==> src/rtl/tilt_pkg.sv <==
// Package of the tilt angle block: widths, codes, the arctangent table and
// the response structs of the shared arithmetic units. No dependencies.
package tilt_pkg;

  localparam int CORDIC_STEPS = 16;
  localparam int CSTEP_W      = (CORDIC_STEPS > 1) ? $clog2(CORDIC_STEPS) : 1;

  localparam int ACC_W  = 16;
  localparam int ANG_W  = 16;
  localparam int SQ_W   = 31;
  localparam int RAD_W  = 48;
  localparam int ROOT_W = 24;
  localparam int CIN_W  = 25;
  localparam int CX_W   = 28;
  localparam int CZ_W   = 32;

  localparam int CFG_IDX_W  = 3;
  localparam int CFG_DATA_W = 2;

  localparam logic [CFG_IDX_W-1:0] REG_GRAVITY  = 3'd0;
  localparam logic [CFG_IDX_W-1:0] REG_FORWARD  = 3'd1;
  localparam logic [CFG_IDX_W-1:0] REG_SIDE     = 3'd2;
  localparam logic [CFG_IDX_W-1:0] REG_FWD_NEG  = 3'd3;
  localparam logic [CFG_IDX_W-1:0] REG_SIDE_NEG = 3'd4;

  localparam logic [1:0] AXIS_X    = 2'd0;
  localparam logic [1:0] AXIS_Y    = 2'd1;
  localparam logic [1:0] AXIS_Z    = 2'd2;
  localparam logic [1:0] AXIS_NONE = 2'd3;

  localparam logic [1:0] MODE_NONE   = 2'd0;
  localparam logic [1:0] MODE_GRAV   = 2'd1;
  localparam logic [1:0] MODE_ORIENT = 2'd2;

  // Quarter turn in centidegrees scaled by 2^16; angle limit in plain centidegrees.
  localparam logic signed [CZ_W-1:0] Z_QUARTER = 32'sd589824000;
  localparam logic signed [CZ_W-1:0] ANG_LIMIT = 32'sd18000;

  typedef struct packed {
    logic              done;
    logic [ROOT_W-1:0] root;
  } sqrt_rsp_t;

  typedef struct packed {
    logic                    done;
    logic signed [ANG_W-1:0] angle;
  } cordic_rsp_t;

  // atan(2^-i) in centidegrees scaled by 2^16.
  function automatic logic signed [CZ_W-1:0] atan_lut(input logic [4:0] i);
    logic signed [CZ_W-1:0] v;
    case (i)
      5'd0:    v = 32'sd294912000;
      5'd1:    v = 32'sd174096719;
      5'd2:    v = 32'sd91987925;
      5'd3:    v = 32'sd46694507;
      5'd4:    v = 32'sd23437865;
      5'd5:    v = 32'sd11730358;
      5'd6:    v = 32'sd5866610;
      5'd7:    v = 32'sd2933484;
      5'd8:    v = 32'sd1466764;
      5'd9:    v = 32'sd733385;
      5'd10:   v = 32'sd366693;
      5'd11:   v = 32'sd183346;
      5'd12:   v = 32'sd91673;
      5'd13:   v = 32'sd45837;
      5'd14:   v = 32'sd22918;
      5'd15:   v = 32'sd11459;
      5'd16:   v = 32'sd5730;
      5'd17:   v = 32'sd2865;
      5'd18:   v = 32'sd1432;
      5'd19:   v = 32'sd716;
      5'd20:   v = 32'sd358;
      5'd21:   v = 32'sd179;
      5'd22:   v = 32'sd90;
      5'd23:   v = 32'sd45;
      default: v = '0;
    endcase
    return v;
  endfunction

endpackage

==> src/rtl/tilt_if.sv <==
// Valid/ready channel interfaces for the accelerometer vector and the angle result.
// Depends on tilt_pkg.
interface tilt_in_if import tilt_pkg::*; ();
  logic                    valid;
  logic                    ready;
  logic signed [ACC_W-1:0] accel_x;
  logic signed [ACC_W-1:0] accel_y;
  logic signed [ACC_W-1:0] accel_z;
  modport source(output valid, output accel_x, output accel_y, output accel_z, input ready);
  modport sink(input valid, input accel_x, input accel_y, input accel_z, output ready);
endinterface

interface tilt_out_if import tilt_pkg::*; ();
  logic                    valid;
  logic                    ready;
  logic signed [ANG_W-1:0] angle_x;
  logic signed [ANG_W-1:0] angle_y;
  logic signed [ANG_W-1:0] angle_z;
  logic [1:0]              mode;
  logic                    status;
  modport source(output valid, output angle_x, output angle_y, output angle_z,
                 output mode, output status, input ready);
  modport sink(input valid, input angle_x, input angle_y, input angle_z,
               input mode, input status, output ready);
endinterface

==> src/rtl/tilt_sqrt.sv <==
// Bit-serial integer square root, one result bit per cycle.
// Depends on tilt_pkg.
module tilt_sqrt import tilt_pkg::*; (
  input  logic             clk,
  input  logic             rst_n,
  input  logic             go,
  input  logic [RAD_W-1:0] radicand,
  output sqrt_rsp_t        rsp
);

  logic             busy_r;
  logic             done_r;
  logic [RAD_W-1:0] n_r;
  logic [RAD_W-1:0] res_r;
  logic [RAD_W-1:0] bit_r;
  logic [RAD_W-1:0] trial;
  logic             fits;

  // Trial subtraction of the current candidate.
  assign trial = res_r + bit_r;
  assign fits  = (n_r >= trial);

  // One iteration per cycle, the test bit moving down two places each time.
  always_ff @(posedge clk) begin
    if (!rst_n) begin
      busy_r <= 1'b0;
      done_r <= 1'b0;
    end else begin
      done_r <= 1'b0;
      if (go) begin
        busy_r <= 1'b1;
      end else if (busy_r && (bit_r == RAD_W'(1))) begin
        busy_r <= 1'b0;
        done_r <= 1'b1;
      end
    end
  end

  always_ff @(posedge clk) begin
    if (go) begin
      n_r   <= radicand;
      res_r <= '0;
      bit_r <= RAD_W'(1) << (RAD_W - 2);
    end else if (busy_r) begin
      if (fits) begin
        n_r   <= n_r - trial;
        res_r <= (res_r >> 1) + bit_r;
      end else begin
        res_r <= res_r >> 1;
      end
      bit_r <= bit_r >> 2;
    end
  end

  assign rsp.done = done_r;
  assign rsp.root = res_r[ROOT_W-1:0];

endmodule

==> src/rtl/tilt_cordic.sv <==
// Vectoring CORDIC arctangent, one micro-rotation per cycle, with rounding and
// saturation of the angle to centidegrees. Depends on tilt_pkg.
module tilt_cordic import tilt_pkg::*; (
  input  logic                    clk,
  input  logic                    rst_n,
  input  logic                    go,
  input  logic signed [CIN_W-1:0] y_in,
  input  logic signed [CIN_W-1:0] x_in,
  output cordic_rsp_t             rsp
);

  logic                   busy_r;
  logic                   done_r;
  logic                   zero_r;
  logic [CSTEP_W-1:0]     cnt_r;
  logic signed [CX_W-1:0] x_r;
  logic signed [CX_W-1:0] y_r;
  logic signed [CZ_W-1:0] z_r;
  logic signed [CX_W-1:0] xs;
  logic signed [CX_W-1:0] ys;
  logic signed [CX_W-1:0] xe;
  logic signed [CX_W-1:0] ye;
  logic signed [CZ_W-1:0] atan_v;
  logic signed [CZ_W-1:0] rnd;
  logic signed [ANG_W-1:0] sat;

  assign xe     = CX_W'(x_in);
  assign ye     = CX_W'(y_in);
  assign xs     = x_r >>> cnt_r;
  assign ys     = y_r >>> cnt_r;
  assign atan_v = atan_lut(5'(cnt_r));

  // Sequencing of the micro-rotations.
  always_ff @(posedge clk) begin
    if (!rst_n) begin
      busy_r <= 1'b0;
      done_r <= 1'b0;
      cnt_r  <= '0;
    end else begin
      done_r <= 1'b0;
      if (go) begin
        busy_r <= 1'b1;
        cnt_r  <= '0;
      end else if (busy_r) begin
        if (cnt_r == CSTEP_W'(CORDIC_STEPS - 1)) begin
          busy_r <= 1'b0;
          done_r <= 1'b1;
        end else begin
          cnt_r <= cnt_r + 1'b1;
        end
      end
    end
  end

  // Datapath: a quarter-turn pre-rotation for the left half-plane, then the
  // usual add/subtract iterations driven by the sign of y.
  always_ff @(posedge clk) begin
    if (go) begin
      zero_r <= (x_in == '0) && (y_in == '0);
      if (x_in < 0) begin
        if (y_in >= 0) begin
          x_r <= ye;
          y_r <= -xe;
          z_r <= Z_QUARTER;
        end else begin
          x_r <= -ye;
          y_r <= xe;
          z_r <= -Z_QUARTER;
        end
      end else begin
        x_r <= xe;
        y_r <= ye;
        z_r <= '0;
      end
    end else if (busy_r) begin
      if (y_r > 0) begin
        x_r <= x_r + ys;
        y_r <= y_r - xs;
        z_r <= z_r + atan_v;
      end else begin
        x_r <= x_r - ys;
        y_r <= y_r + xs;
        z_r <= z_r - atan_v;
      end
    end
  end

  // Round half up to centidegrees and clamp to half a turn.
  always_comb begin
    rnd = (z_r + 32'sd32768) >>> 16;
    if (rnd > ANG_LIMIT) begin
      sat = ANG_W'(ANG_LIMIT);
    end else if (rnd < -ANG_LIMIT) begin
      sat = ANG_W'(-ANG_LIMIT);
    end else begin
      sat = rnd[ANG_W-1:0];
    end
  end

  assign rsp.done  = done_r;
  assign rsp.angle = zero_r ? '0 : sat;

endmodule

==> src/rtl/accel_reference_tilt_angles.sv <==
// Top level of the accelerometer reference tilt angle block.
// Depends on tilt_pkg, tilt_if, tilt_sqrt and tilt_cordic.
//
// One vector is taken at a time; ready is low until its result has been
// loaded into the output register. With a gravity axis and no forward axis
// the three reference angles are computed one after another, each by one
// square root (one root bit per cycle) and one CORDIC arctangent of
// CORDIC_STEPS micro-rotations; these serial loops set the time that a
// vector takes. A zero vector or no gravity axis goes straight to the
// output stage, and the oriented mode copies the stored angles one axis
// per cycle.
module accel_reference_tilt_angles import tilt_pkg::*; (
  input  logic                  clk,
  input  logic                  rst_n,
  input  logic                  cfg_we,
  input  logic [CFG_IDX_W-1:0]  cfg_index,
  input  logic [CFG_DATA_W-1:0] cfg_data,
  tilt_in_if.sink               in_ch,
  tilt_out_if.source            out_ch
);

  typedef enum logic [5:0] {
    ST_IDLE   = 6'b000001,
    ST_SQUARE = 6'b000010,
    ST_SQRT   = 6'b000100,
    ST_CORDIC = 6'b001000,
    ST_ORIENT = 6'b010000,
    ST_FIN    = 6'b100000
  } state_t;

  state_t state_r;
  logic [1:0] k_r;
  logic [1:0] mode_r;
  logic       status_r;
  logic       sqrt_go_r;
  logic       cordic_go_r;

  logic [1:0] grav_r;
  logic [1:0] fwd_r;
  logic [1:0] side_r;
  logic       fwd_neg_r;
  logic       side_neg_r;

  logic signed [ACC_W-1:0] a_r   [3];
  logic [SQ_W-1:0]         sq_r  [3];
  logic signed [ANG_W-1:0] ref_r [3];
  logic signed [ANG_W-1:0] ori_r [3];

  logic                    out_valid_r;
  logic signed [ANG_W-1:0] out_ang_r [3];
  logic [1:0]              out_mode_r;
  logic                    out_status_r;

  logic                    accept;
  logic signed [ACC_W-1:0] a_sel;
  logic signed [2*ACC_W-1:0] sq_full;
  logic [SQ_W-1:0]         sq_p;
  logic [SQ_W-1:0]         sq_q;
  logic [RAD_W-1:0]        radicand;
  logic signed [CIN_W-1:0] own;
  logic signed [CIN_W-1:0] nrm;
  logic signed [CIN_W-1:0] cy;
  logic signed [CIN_W-1:0] cx;
  logic [1:0]              ori_addr;
  logic                    ori_neg;
  logic signed [ANG_W-1:0] ori_src;
  logic signed [ANG_W-1:0] ori_val;
  logic                    out_free;
  sqrt_rsp_t               sqrt_rsp;
  cordic_rsp_t             cordic_rsp;

  assign accept      = in_ch.valid && in_ch.ready;
  assign in_ch.ready = (state_r == ST_IDLE);
  assign out_free    = !out_valid_r || out_ch.ready;

  // Configuration registers.
  always_ff @(posedge clk) begin
    if (!rst_n) begin
      grav_r     <= AXIS_NONE;
      fwd_r      <= AXIS_NONE;
      side_r     <= AXIS_Z;
      fwd_neg_r  <= 1'b0;
      side_neg_r <= 1'b0;
    end else if (cfg_we) begin
      case (cfg_index)
        REG_GRAVITY:  grav_r     <= cfg_data;
        REG_FORWARD:  fwd_r      <= cfg_data;
        REG_SIDE:     side_r     <= cfg_data;
        REG_FWD_NEG:  fwd_neg_r  <= cfg_data[0];
        REG_SIDE_NEG: side_neg_r <= cfg_data[0];
        default:      ;
      endcase
    end
  end

  // Component selection for the current axis and its two companions.
  always_comb begin
    case (k_r)
      2'd0:    begin a_sel = a_r[0]; sq_p = sq_r[1]; sq_q = sq_r[2]; end
      2'd1:    begin a_sel = a_r[1]; sq_p = sq_r[2]; sq_q = sq_r[0]; end
      default: begin a_sel = a_r[2]; sq_p = sq_r[0]; sq_q = sq_r[1]; end
    endcase
  end

  assign sq_full  = a_sel * a_sel;
  assign radicand = {32'(sq_p) + 32'(sq_q), 16'b0};
  assign own      = CIN_W'(a_sel) <<< 8;
  assign nrm      = $signed({1'b0, sqrt_rsp.root});
  assign cy       = (k_r == grav_r) ? nrm : own;
  assign cx       = (k_r == grav_r) ? own : nrm;

  // Oriented copy: gravity, then forward, then side.
  always_comb begin
    case (k_r)
      2'd0:    begin ori_addr = grav_r; ori_neg = 1'b0;       end
      2'd1:    begin ori_addr = fwd_r;  ori_neg = fwd_neg_r;  end
      default: begin ori_addr = side_r; ori_neg = side_neg_r; end
    endcase
    case (ori_addr)
      AXIS_X:  ori_src = ref_r[0];
      AXIS_Y:  ori_src = ref_r[1];
      default: ori_src = ref_r[2];
    endcase
    ori_val = ori_neg ? -ori_src : ori_src;
  end

  tilt_sqrt u_sqrt (
    .clk      (clk),
    .rst_n    (rst_n),
    .go       (sqrt_go_r),
    .radicand (radicand),
    .rsp      (sqrt_rsp)
  );

  tilt_cordic u_cordic (
    .clk   (clk),
    .rst_n (rst_n),
    .go    (cordic_go_r),
    .y_in  (cy),
    .x_in  (cx),
    .rsp   (cordic_rsp)
  );

  // Sequencer and stored angles.
  always_ff @(posedge clk) begin
    if (!rst_n) begin
      state_r     <= ST_IDLE;
      k_r         <= '0;
      mode_r      <= MODE_NONE;
      status_r    <= 1'b0;
      sqrt_go_r   <= 1'b0;
      cordic_go_r <= 1'b0;
      out_valid_r <= 1'b0;
      for (int i = 0; i < 3; i++) begin
        ref_r[i] <= '0;
        ori_r[i] <= '0;
      end
    end else begin
      sqrt_go_r   <= 1'b0;
      cordic_go_r <= 1'b0;
      if (out_valid_r && out_ch.ready) begin
        out_valid_r <= 1'b0;
      end
      case (state_r)
        ST_IDLE: begin
          if (accept) begin
            k_r      <= '0;
            status_r <= 1'b0;
            a_r[0]   <= in_ch.accel_x;
            a_r[1]   <= in_ch.accel_y;
            a_r[2]   <= in_ch.accel_z;
            if (grav_r == AXIS_NONE) begin
              mode_r <= MODE_NONE;
              for (int i = 0; i < 3; i++) ref_r[i] <= '0;
              state_r <= ST_FIN;
            end else if (fwd_r == AXIS_NONE) begin
              mode_r <= MODE_GRAV;
              if ((in_ch.accel_x == '0) && (in_ch.accel_y == '0) &&
                  (in_ch.accel_z == '0)) begin
                status_r <= 1'b1;
                for (int i = 0; i < 3; i++) ref_r[i] <= '0;
                state_r <= ST_FIN;
              end else begin
                state_r <= ST_SQUARE;
              end
            end else begin
              mode_r  <= MODE_ORIENT;
              state_r <= ST_ORIENT;
            end
          end
        end
        ST_SQUARE: begin
          sq_r[k_r] <= sq_full[SQ_W-1:0];
          if (k_r == 2'd2) begin
            k_r       <= '0;
            sqrt_go_r <= 1'b1;
            state_r   <= ST_SQRT;
          end else begin
            k_r <= k_r + 1'b1;
          end
        end
        ST_SQRT: begin
          if (sqrt_rsp.done) begin
            cordic_go_r <= 1'b1;
            state_r     <= ST_CORDIC;
          end
        end
        ST_CORDIC: begin
          if (cordic_rsp.done) begin
            ref_r[k_r] <= cordic_rsp.angle;
            if (k_r == 2'd2) begin
              state_r <= ST_FIN;
            end else begin
              k_r       <= k_r + 1'b1;
              sqrt_go_r <= 1'b1;
              state_r   <= ST_SQRT;
            end
          end
        end
        ST_ORIENT: begin
          if (ori_addr != AXIS_NONE) begin
            ori_r[ori_addr] <= ori_val;
          end
          if (k_r == 2'd2) begin
            state_r <= ST_FIN;
          end else begin
            k_r <= k_r + 1'b1;
          end
        end
        ST_FIN: begin
          if (out_free) begin
            out_valid_r <= 1'b1;
            state_r     <= ST_IDLE;
          end
        end
        default: state_r <= ST_IDLE;
      endcase
    end
  end

  // Output payload, loaded as the transaction is offered.
  always_ff @(posedge clk) begin
    if ((state_r == ST_FIN) && out_free) begin
      for (int i = 0; i < 3; i++) begin
        out_ang_r[i] <= (mode_r == MODE_ORIENT) ? ori_r[i] : ref_r[i];
      end
      out_mode_r   <= mode_r;
      out_status_r <= status_r;
    end
  end

  assign out_ch.valid   = out_valid_r;
  assign out_ch.angle_x = out_ang_r[0];
  assign out_ch.angle_y = out_ang_r[1];
  assign out_ch.angle_z = out_ang_r[2];
  assign out_ch.mode    = out_mode_r;
  assign out_ch.status  = out_status_r;

endmodule

==> src/flat_wrapper.sv <==
// flat-port wrapper written by rule: the top's interface ports become plain ports
module accel_reference_tilt_angles_flat import tilt_pkg::*;
  (clk, rst_n, cfg_we, cfg_index, cfg_data, in_ch_valid, in_ch_accel_x, in_ch_accel_y, in_ch_accel_z, in_ch_ready, out_ch_valid, out_ch_angle_x, out_ch_angle_y, out_ch_angle_z, out_ch_mode, out_ch_status, out_ch_ready);
  tilt_in_if in_ch_i ();
  tilt_out_if out_ch_i ();
  input  logic clk;
  input  logic rst_n;
  input  logic cfg_we;
  input  logic [CFG_IDX_W-1:0] cfg_index;
  input  logic [CFG_DATA_W-1:0] cfg_data;
  input wire logic [$bits(in_ch_i.valid)-1:0] in_ch_valid;
  input wire logic [$bits(in_ch_i.accel_x)-1:0] in_ch_accel_x;
  input wire logic [$bits(in_ch_i.accel_y)-1:0] in_ch_accel_y;
  input wire logic [$bits(in_ch_i.accel_z)-1:0] in_ch_accel_z;
  output wire logic [$bits(in_ch_i.ready)-1:0] in_ch_ready;
  output wire logic [$bits(out_ch_i.valid)-1:0] out_ch_valid;
  output wire logic [$bits(out_ch_i.angle_x)-1:0] out_ch_angle_x;
  output wire logic [$bits(out_ch_i.angle_y)-1:0] out_ch_angle_y;
  output wire logic [$bits(out_ch_i.angle_z)-1:0] out_ch_angle_z;
  output wire logic [$bits(out_ch_i.mode)-1:0] out_ch_mode;
  output wire logic [$bits(out_ch_i.status)-1:0] out_ch_status;
  input wire logic [$bits(out_ch_i.ready)-1:0] out_ch_ready;
  assign in_ch_i.valid = in_ch_valid;
  assign in_ch_i.accel_x = in_ch_accel_x;
  assign in_ch_i.accel_y = in_ch_accel_y;
  assign in_ch_i.accel_z = in_ch_accel_z;
  assign in_ch_ready = in_ch_i.ready;
  assign out_ch_valid = out_ch_i.valid;
  assign out_ch_angle_x = out_ch_i.angle_x;
  assign out_ch_angle_y = out_ch_i.angle_y;
  assign out_ch_angle_z = out_ch_i.angle_z;
  assign out_ch_mode = out_ch_i.mode;
  assign out_ch_status = out_ch_i.status;
  assign out_ch_i.ready = out_ch_ready;
  accel_reference_tilt_angles u_core (.clk(clk), .rst_n(rst_n), .cfg_we(cfg_we), .cfg_index(cfg_index), .cfg_data(cfg_data), .in_ch(in_ch_i), .out_ch(out_ch_i));
endmodule
==> config.mk <==
export PLATFORM = sky130hd
export DESIGN_NAME = accel_reference_tilt_angles_flat
export DESIGN_NICKNAME = d
export VERILOG_FILES = /design/src/rtl/tilt_pkg.sv /design/src/rtl/tilt_if.sv /design/src/rtl/tilt_sqrt.sv /design/src/rtl/tilt_cordic.sv /design/src/rtl/accel_reference_tilt_angles.sv /design/src/flat_wrapper.sv
export SDC_FILE = /design/constraint.sdc
export NUM_CORES = 2
export LEC_CHECK = 0
export ABC_AREA = 1
export BUFFER_PORTS_ARGS = -buffer_cell sky130_fd_sc_hd__buf_2
export CAP_MARGIN = 0
export CORE_ASPECT_RATIO = 1.1
export CORE_MARGIN = 4
export CORE_UTILIZATION = 55
export DETAILED_ROUTE_END_ITERATION = 10
export PLACE_DENSITY = 0.71
export SETUP_SLACK_MARGIN = 0.4
export SLEW_MARGIN = 5
export SYNTH_ARGS = -nofsm -noshare
export SYNTH_HDL_FRONTEND = slang
export SYNTH_SLANG_ARGS = --single-unit
==> constraint.sdc <==
create_clock -name clk -period 8.8 [get_ports clk]
set_clock_uncertainty 0.15 [all_clocks]
set_input_delay 0.44 -clock clk [delete_from_list [all_inputs] [get_ports clk]]
set_output_delay 0.44 -clock clk [all_outputs]
set_load 0.005 [all_outputs]
==> flow_metrics.py <==
metrics = {
    "sta": {
        "period_share_pct": 89.9,
        "tightest_slew_ns": 1.12,
        "period_needed_ns": 7.91,
        "max_freq_ghz": 0.126,
        "finalSetupTns_ns": 0,
        "hold_viol_final": 0,
        "drv_slew": 0,
        "slew-limit-headroom_pct": 24.7,
        "setup_viol_count_final": 0,
        "rsz0062_at_grt": "no",
    },
    "run": {
        "drv_cap": 0,
    },
    "cells_and_area": {
        "layout_common_cells": "nand2_1 (1472), inv_1 (1043), nor2_1 (641)",
        "drive_gt1_share_pct": 6.24,
        "multi_input_area_sq_um": 31200,
        "final_common_cell": "nand2_1",
        "antenna_cells": 0,
        "seq_area_sq_um": 15100,
        "syn_to_final_growth_pct": 8.10,
        "fill_cells": 8503,
        "final_nets": 7528,
    },
    "die": {
        "dieArea_sq_um": 98300,
        "dieHeight_microns": 328,
        "rows": 117,
        "ios": 111,
        "start_util_pct": 55.5,
        "die_w_microns": 299,
        "coreArea_sq_um": 92500,
    },
    "placed_design": {
        "port_buffers": 110,
        "dpl.hpwl_microns": 125000,
        "place.gp.congestion": 0.976,
    },
    "worst_setup_path": {
        "cp.arrival_ns": 8.18,
        "critical_path_class": "reg -> reg",
        "crit_top_cell": "fa_1",
        "cp-start-kind": "flip-flop",
        "cp.required_ns": 9.07,
        "critPathMaxStageDelay_ns": 0.69,
        "end_kind": "flip-flop",
        "slowest_stage": "nand3_1",
        "cp_max_fo": 20,
    },
    "drt": {
        "num_vias": 47500,
        "remaining_drc_errors": 0,
        "final_antenna_net_count": 0,
        "dr.pass1.iters": 8,
        "drt-wirelength-per-cell_microns": 19.6,
        "drt_iter0_drc": 4804,
        "finalWirelength_microns": 161000,
        "viasPerCell": 5.78,
    },
    "logic_synthesis": {
        "synth.cell_area_sq_um": 51300,
        "synthFlopType": "edfxtp_1",
        "synth_seq_cells": 553,
        "synth.avg_cell_area_sq_um": 7.51,
        "ys_types": 84,
        "synth_warnings": 0,
        "synth_edf_count": 406,
        "synth_seq_area_share_pct": 29.5,
        "synth_cells": 6835,
        "ys_async_sr_fraction_pct": 0,
    },
    "clock_tree": {
        "cts-htree-levels": 2,
        "cts_tree": "yes",
        "clkLatencyLatePin_ns": 0.68,
        "clk_pin_slew_ns": 0.07,
        "max-clock-path-buffers": 3,
        "cts-root-buf": "clkbuf_16",
        "cts_buffers": 61,
        "cts_num_sinks": 553,
    },
    "global_routing": {
        "grt_pass1_wl_microns": 254000,
        "gr-usage-all-layers_pct": 32.3,
        "grt_pass1_vias": 46000,
        "grt_max_degree": 83,
        "antenna_found_initial": 1,
        "overflow": 0,
    },
    "status": {
        "status": "finished clean",
    },
    "worst_hold_path": {
        "hold_class": "reg -> reg",
    },
}
## stage by stage
stage	worst slack, ns	cells	area (sq um)	hold WS (ns)	utilization (%)
2_1_floorplan	1.86	6837	51300	0.258	-
3_5_place_dp	0.930	8044	52800	0.275	57.1
3_3_place_gp	1.04	8044	52800	0.274	57.1
6_report	0.886	8216	55500	0.291	60.0
5_1_grt	0.426	8216	55500	0.298	60.0
4_1_cts	0.915	8216	55500	0.291	60.0
## state kept, by name, indices dropped and copies added (netlist names), 2 cells and up
| name | count |
|---|---|
| u_core.sq_r | 90 |
| u_core.a_r | 48 |
| u_core.ori_r | 48 |
| u_core.out_ang_r | 48 |
| u_core.ref_r | 48 |
| u_core.u_sqrt.n_r | 48 |
| u_core.u_sqrt.res_r | 48 |
| u_core.u_cordic.z_r | 32 |
| u_core.u_cordic.atan_v | 29 |
| u_core.u_cordic.x_r | 28 |
| u_core.u_cordic.y_r | 28 |
| u_core.u_sqrt.bit_r | 24 |
| u_core.state_r | 6 |
| u_core.u_cordic.cnt_r | 4 |
| u_core.fwd_r | 2 |
| u_core.grav_r | 2 |
| u_core.k_r | 2 |
| u_core.mode_r | 2 |
| u_core.out_ch.mode | 2 |
| u_core.side_r | 2 |
## synth_stat cells, drive strengths merged (3+ instances only)
master / instances / area (sq um)
a211oi: 10 / 75.1
a21boi: 14 / 109
a21o: 21 / 158
a21oi: 449 / 2260
a221oi: 4 / 35.0
a22o: 7 / 61.3
a22oi: 5 / 37.5
a31o: 3 / 26.3
a31oi: 46 / 288
and2: 7 / 43.8
and3: 4 / 25.0
buf: 108 / 672
clkbuf: 92 / 345
clkinv: 9 / 38.8
dfxtp: 147 / 2940
edfxtp: 406 / 12200
fa: 233 / 4660
ha: 322 / 4030
inv: 1056 / 3970
mux2: 14 / 158
nand2: 1502 / 5740
nand3: 477 / 2530
nand3b: 16 / 153
nand4: 40 / 250
nor2: 672 / 2620
nor3: 70 / 398
nor3b: 3 / 33.8
nor4: 55 / 350
o2111ai: 5 / 43.8
o211ai: 60 / 470
o21a: 23 / 173
o21ai: 483 / 2470
o21bai: 32 / 240
o221ai: 66 / 578
o22ai: 24 / 156
o311ai: 7 / 61.3
o31ai: 14 / 105
or2: 21 / 131
xnor2: 102 / 893
xor2: 193 / 1700
## repair_timing
action	in CTS	in global routing
gates resized for setup	0	1
setup buffers	0	0
endpoints found under the setup margin	0	3
hold buffers	57	0
endpoints found under the hold margin	59	0
## critical path, delay by kind of cell, from the launching register on
kind	cells	cell delay [ns]
AOI/OAI and AO/OA	1	0.08
buffers and inverters	4	0.25
and+or+nand+nor	12	2.84
xor gates and xnor gates	1	0.14
adders and majority gates	8	3.80
DFF	1	0.37
## path summary, 6_finish.rpt
| check | start | endpoint | slack (ns) | depth (start not counted) |
|---|---|---|---|---|
| hold / removal | u_core.status_r | u_core.out_ch.status | 0.29 | 0 |
| setup reg to reg | u_core.k_r[0] | u_core.sq_r[2][29] | 0.89 | 26 |
| hold reg to reg | u_core.status_r | u_core.out_ch.status | 0.29 | 0 |
| setup / recovery | u_core.k_r[0] | u_core.sq_r[2][29] | 0.89 | 26 |
## logic make-up after synthesis
kind of cell,Yosys count,synth area share [%]
AOI/OAI and AO/OA,1281,14.5
xor gates and xnor gates,295,5.05
adders and majority gates,555,16.9
buffers and inverters,1265,9.79
DFF,553,29.5
muxes,14,0.307
other,2,0.0146
and+or+nand+nor,2870,24.0
## routing by layer
metal,up-vias,GRT usage (%),wire (microns)
met5,-,0,8
met4,2,13.1,7470
met3,342,4.63,13000
met2,1956,53.1,73500
met1,22400,43.2,67200
li1,22800,-,-
## layout make-up
type,count,area share [%]
clock buffer,72,2.90
clock inverter,43,0.823
multi-input combinational,5019,56.3
inverter,1065,7.22
tap,1249,2.82
timing repair buffer,215,2.67
sequential,553,27.3
Power is not shown: default switching activity piles up to over one toggle a cycle in this logic, so the estimate is an artifact.
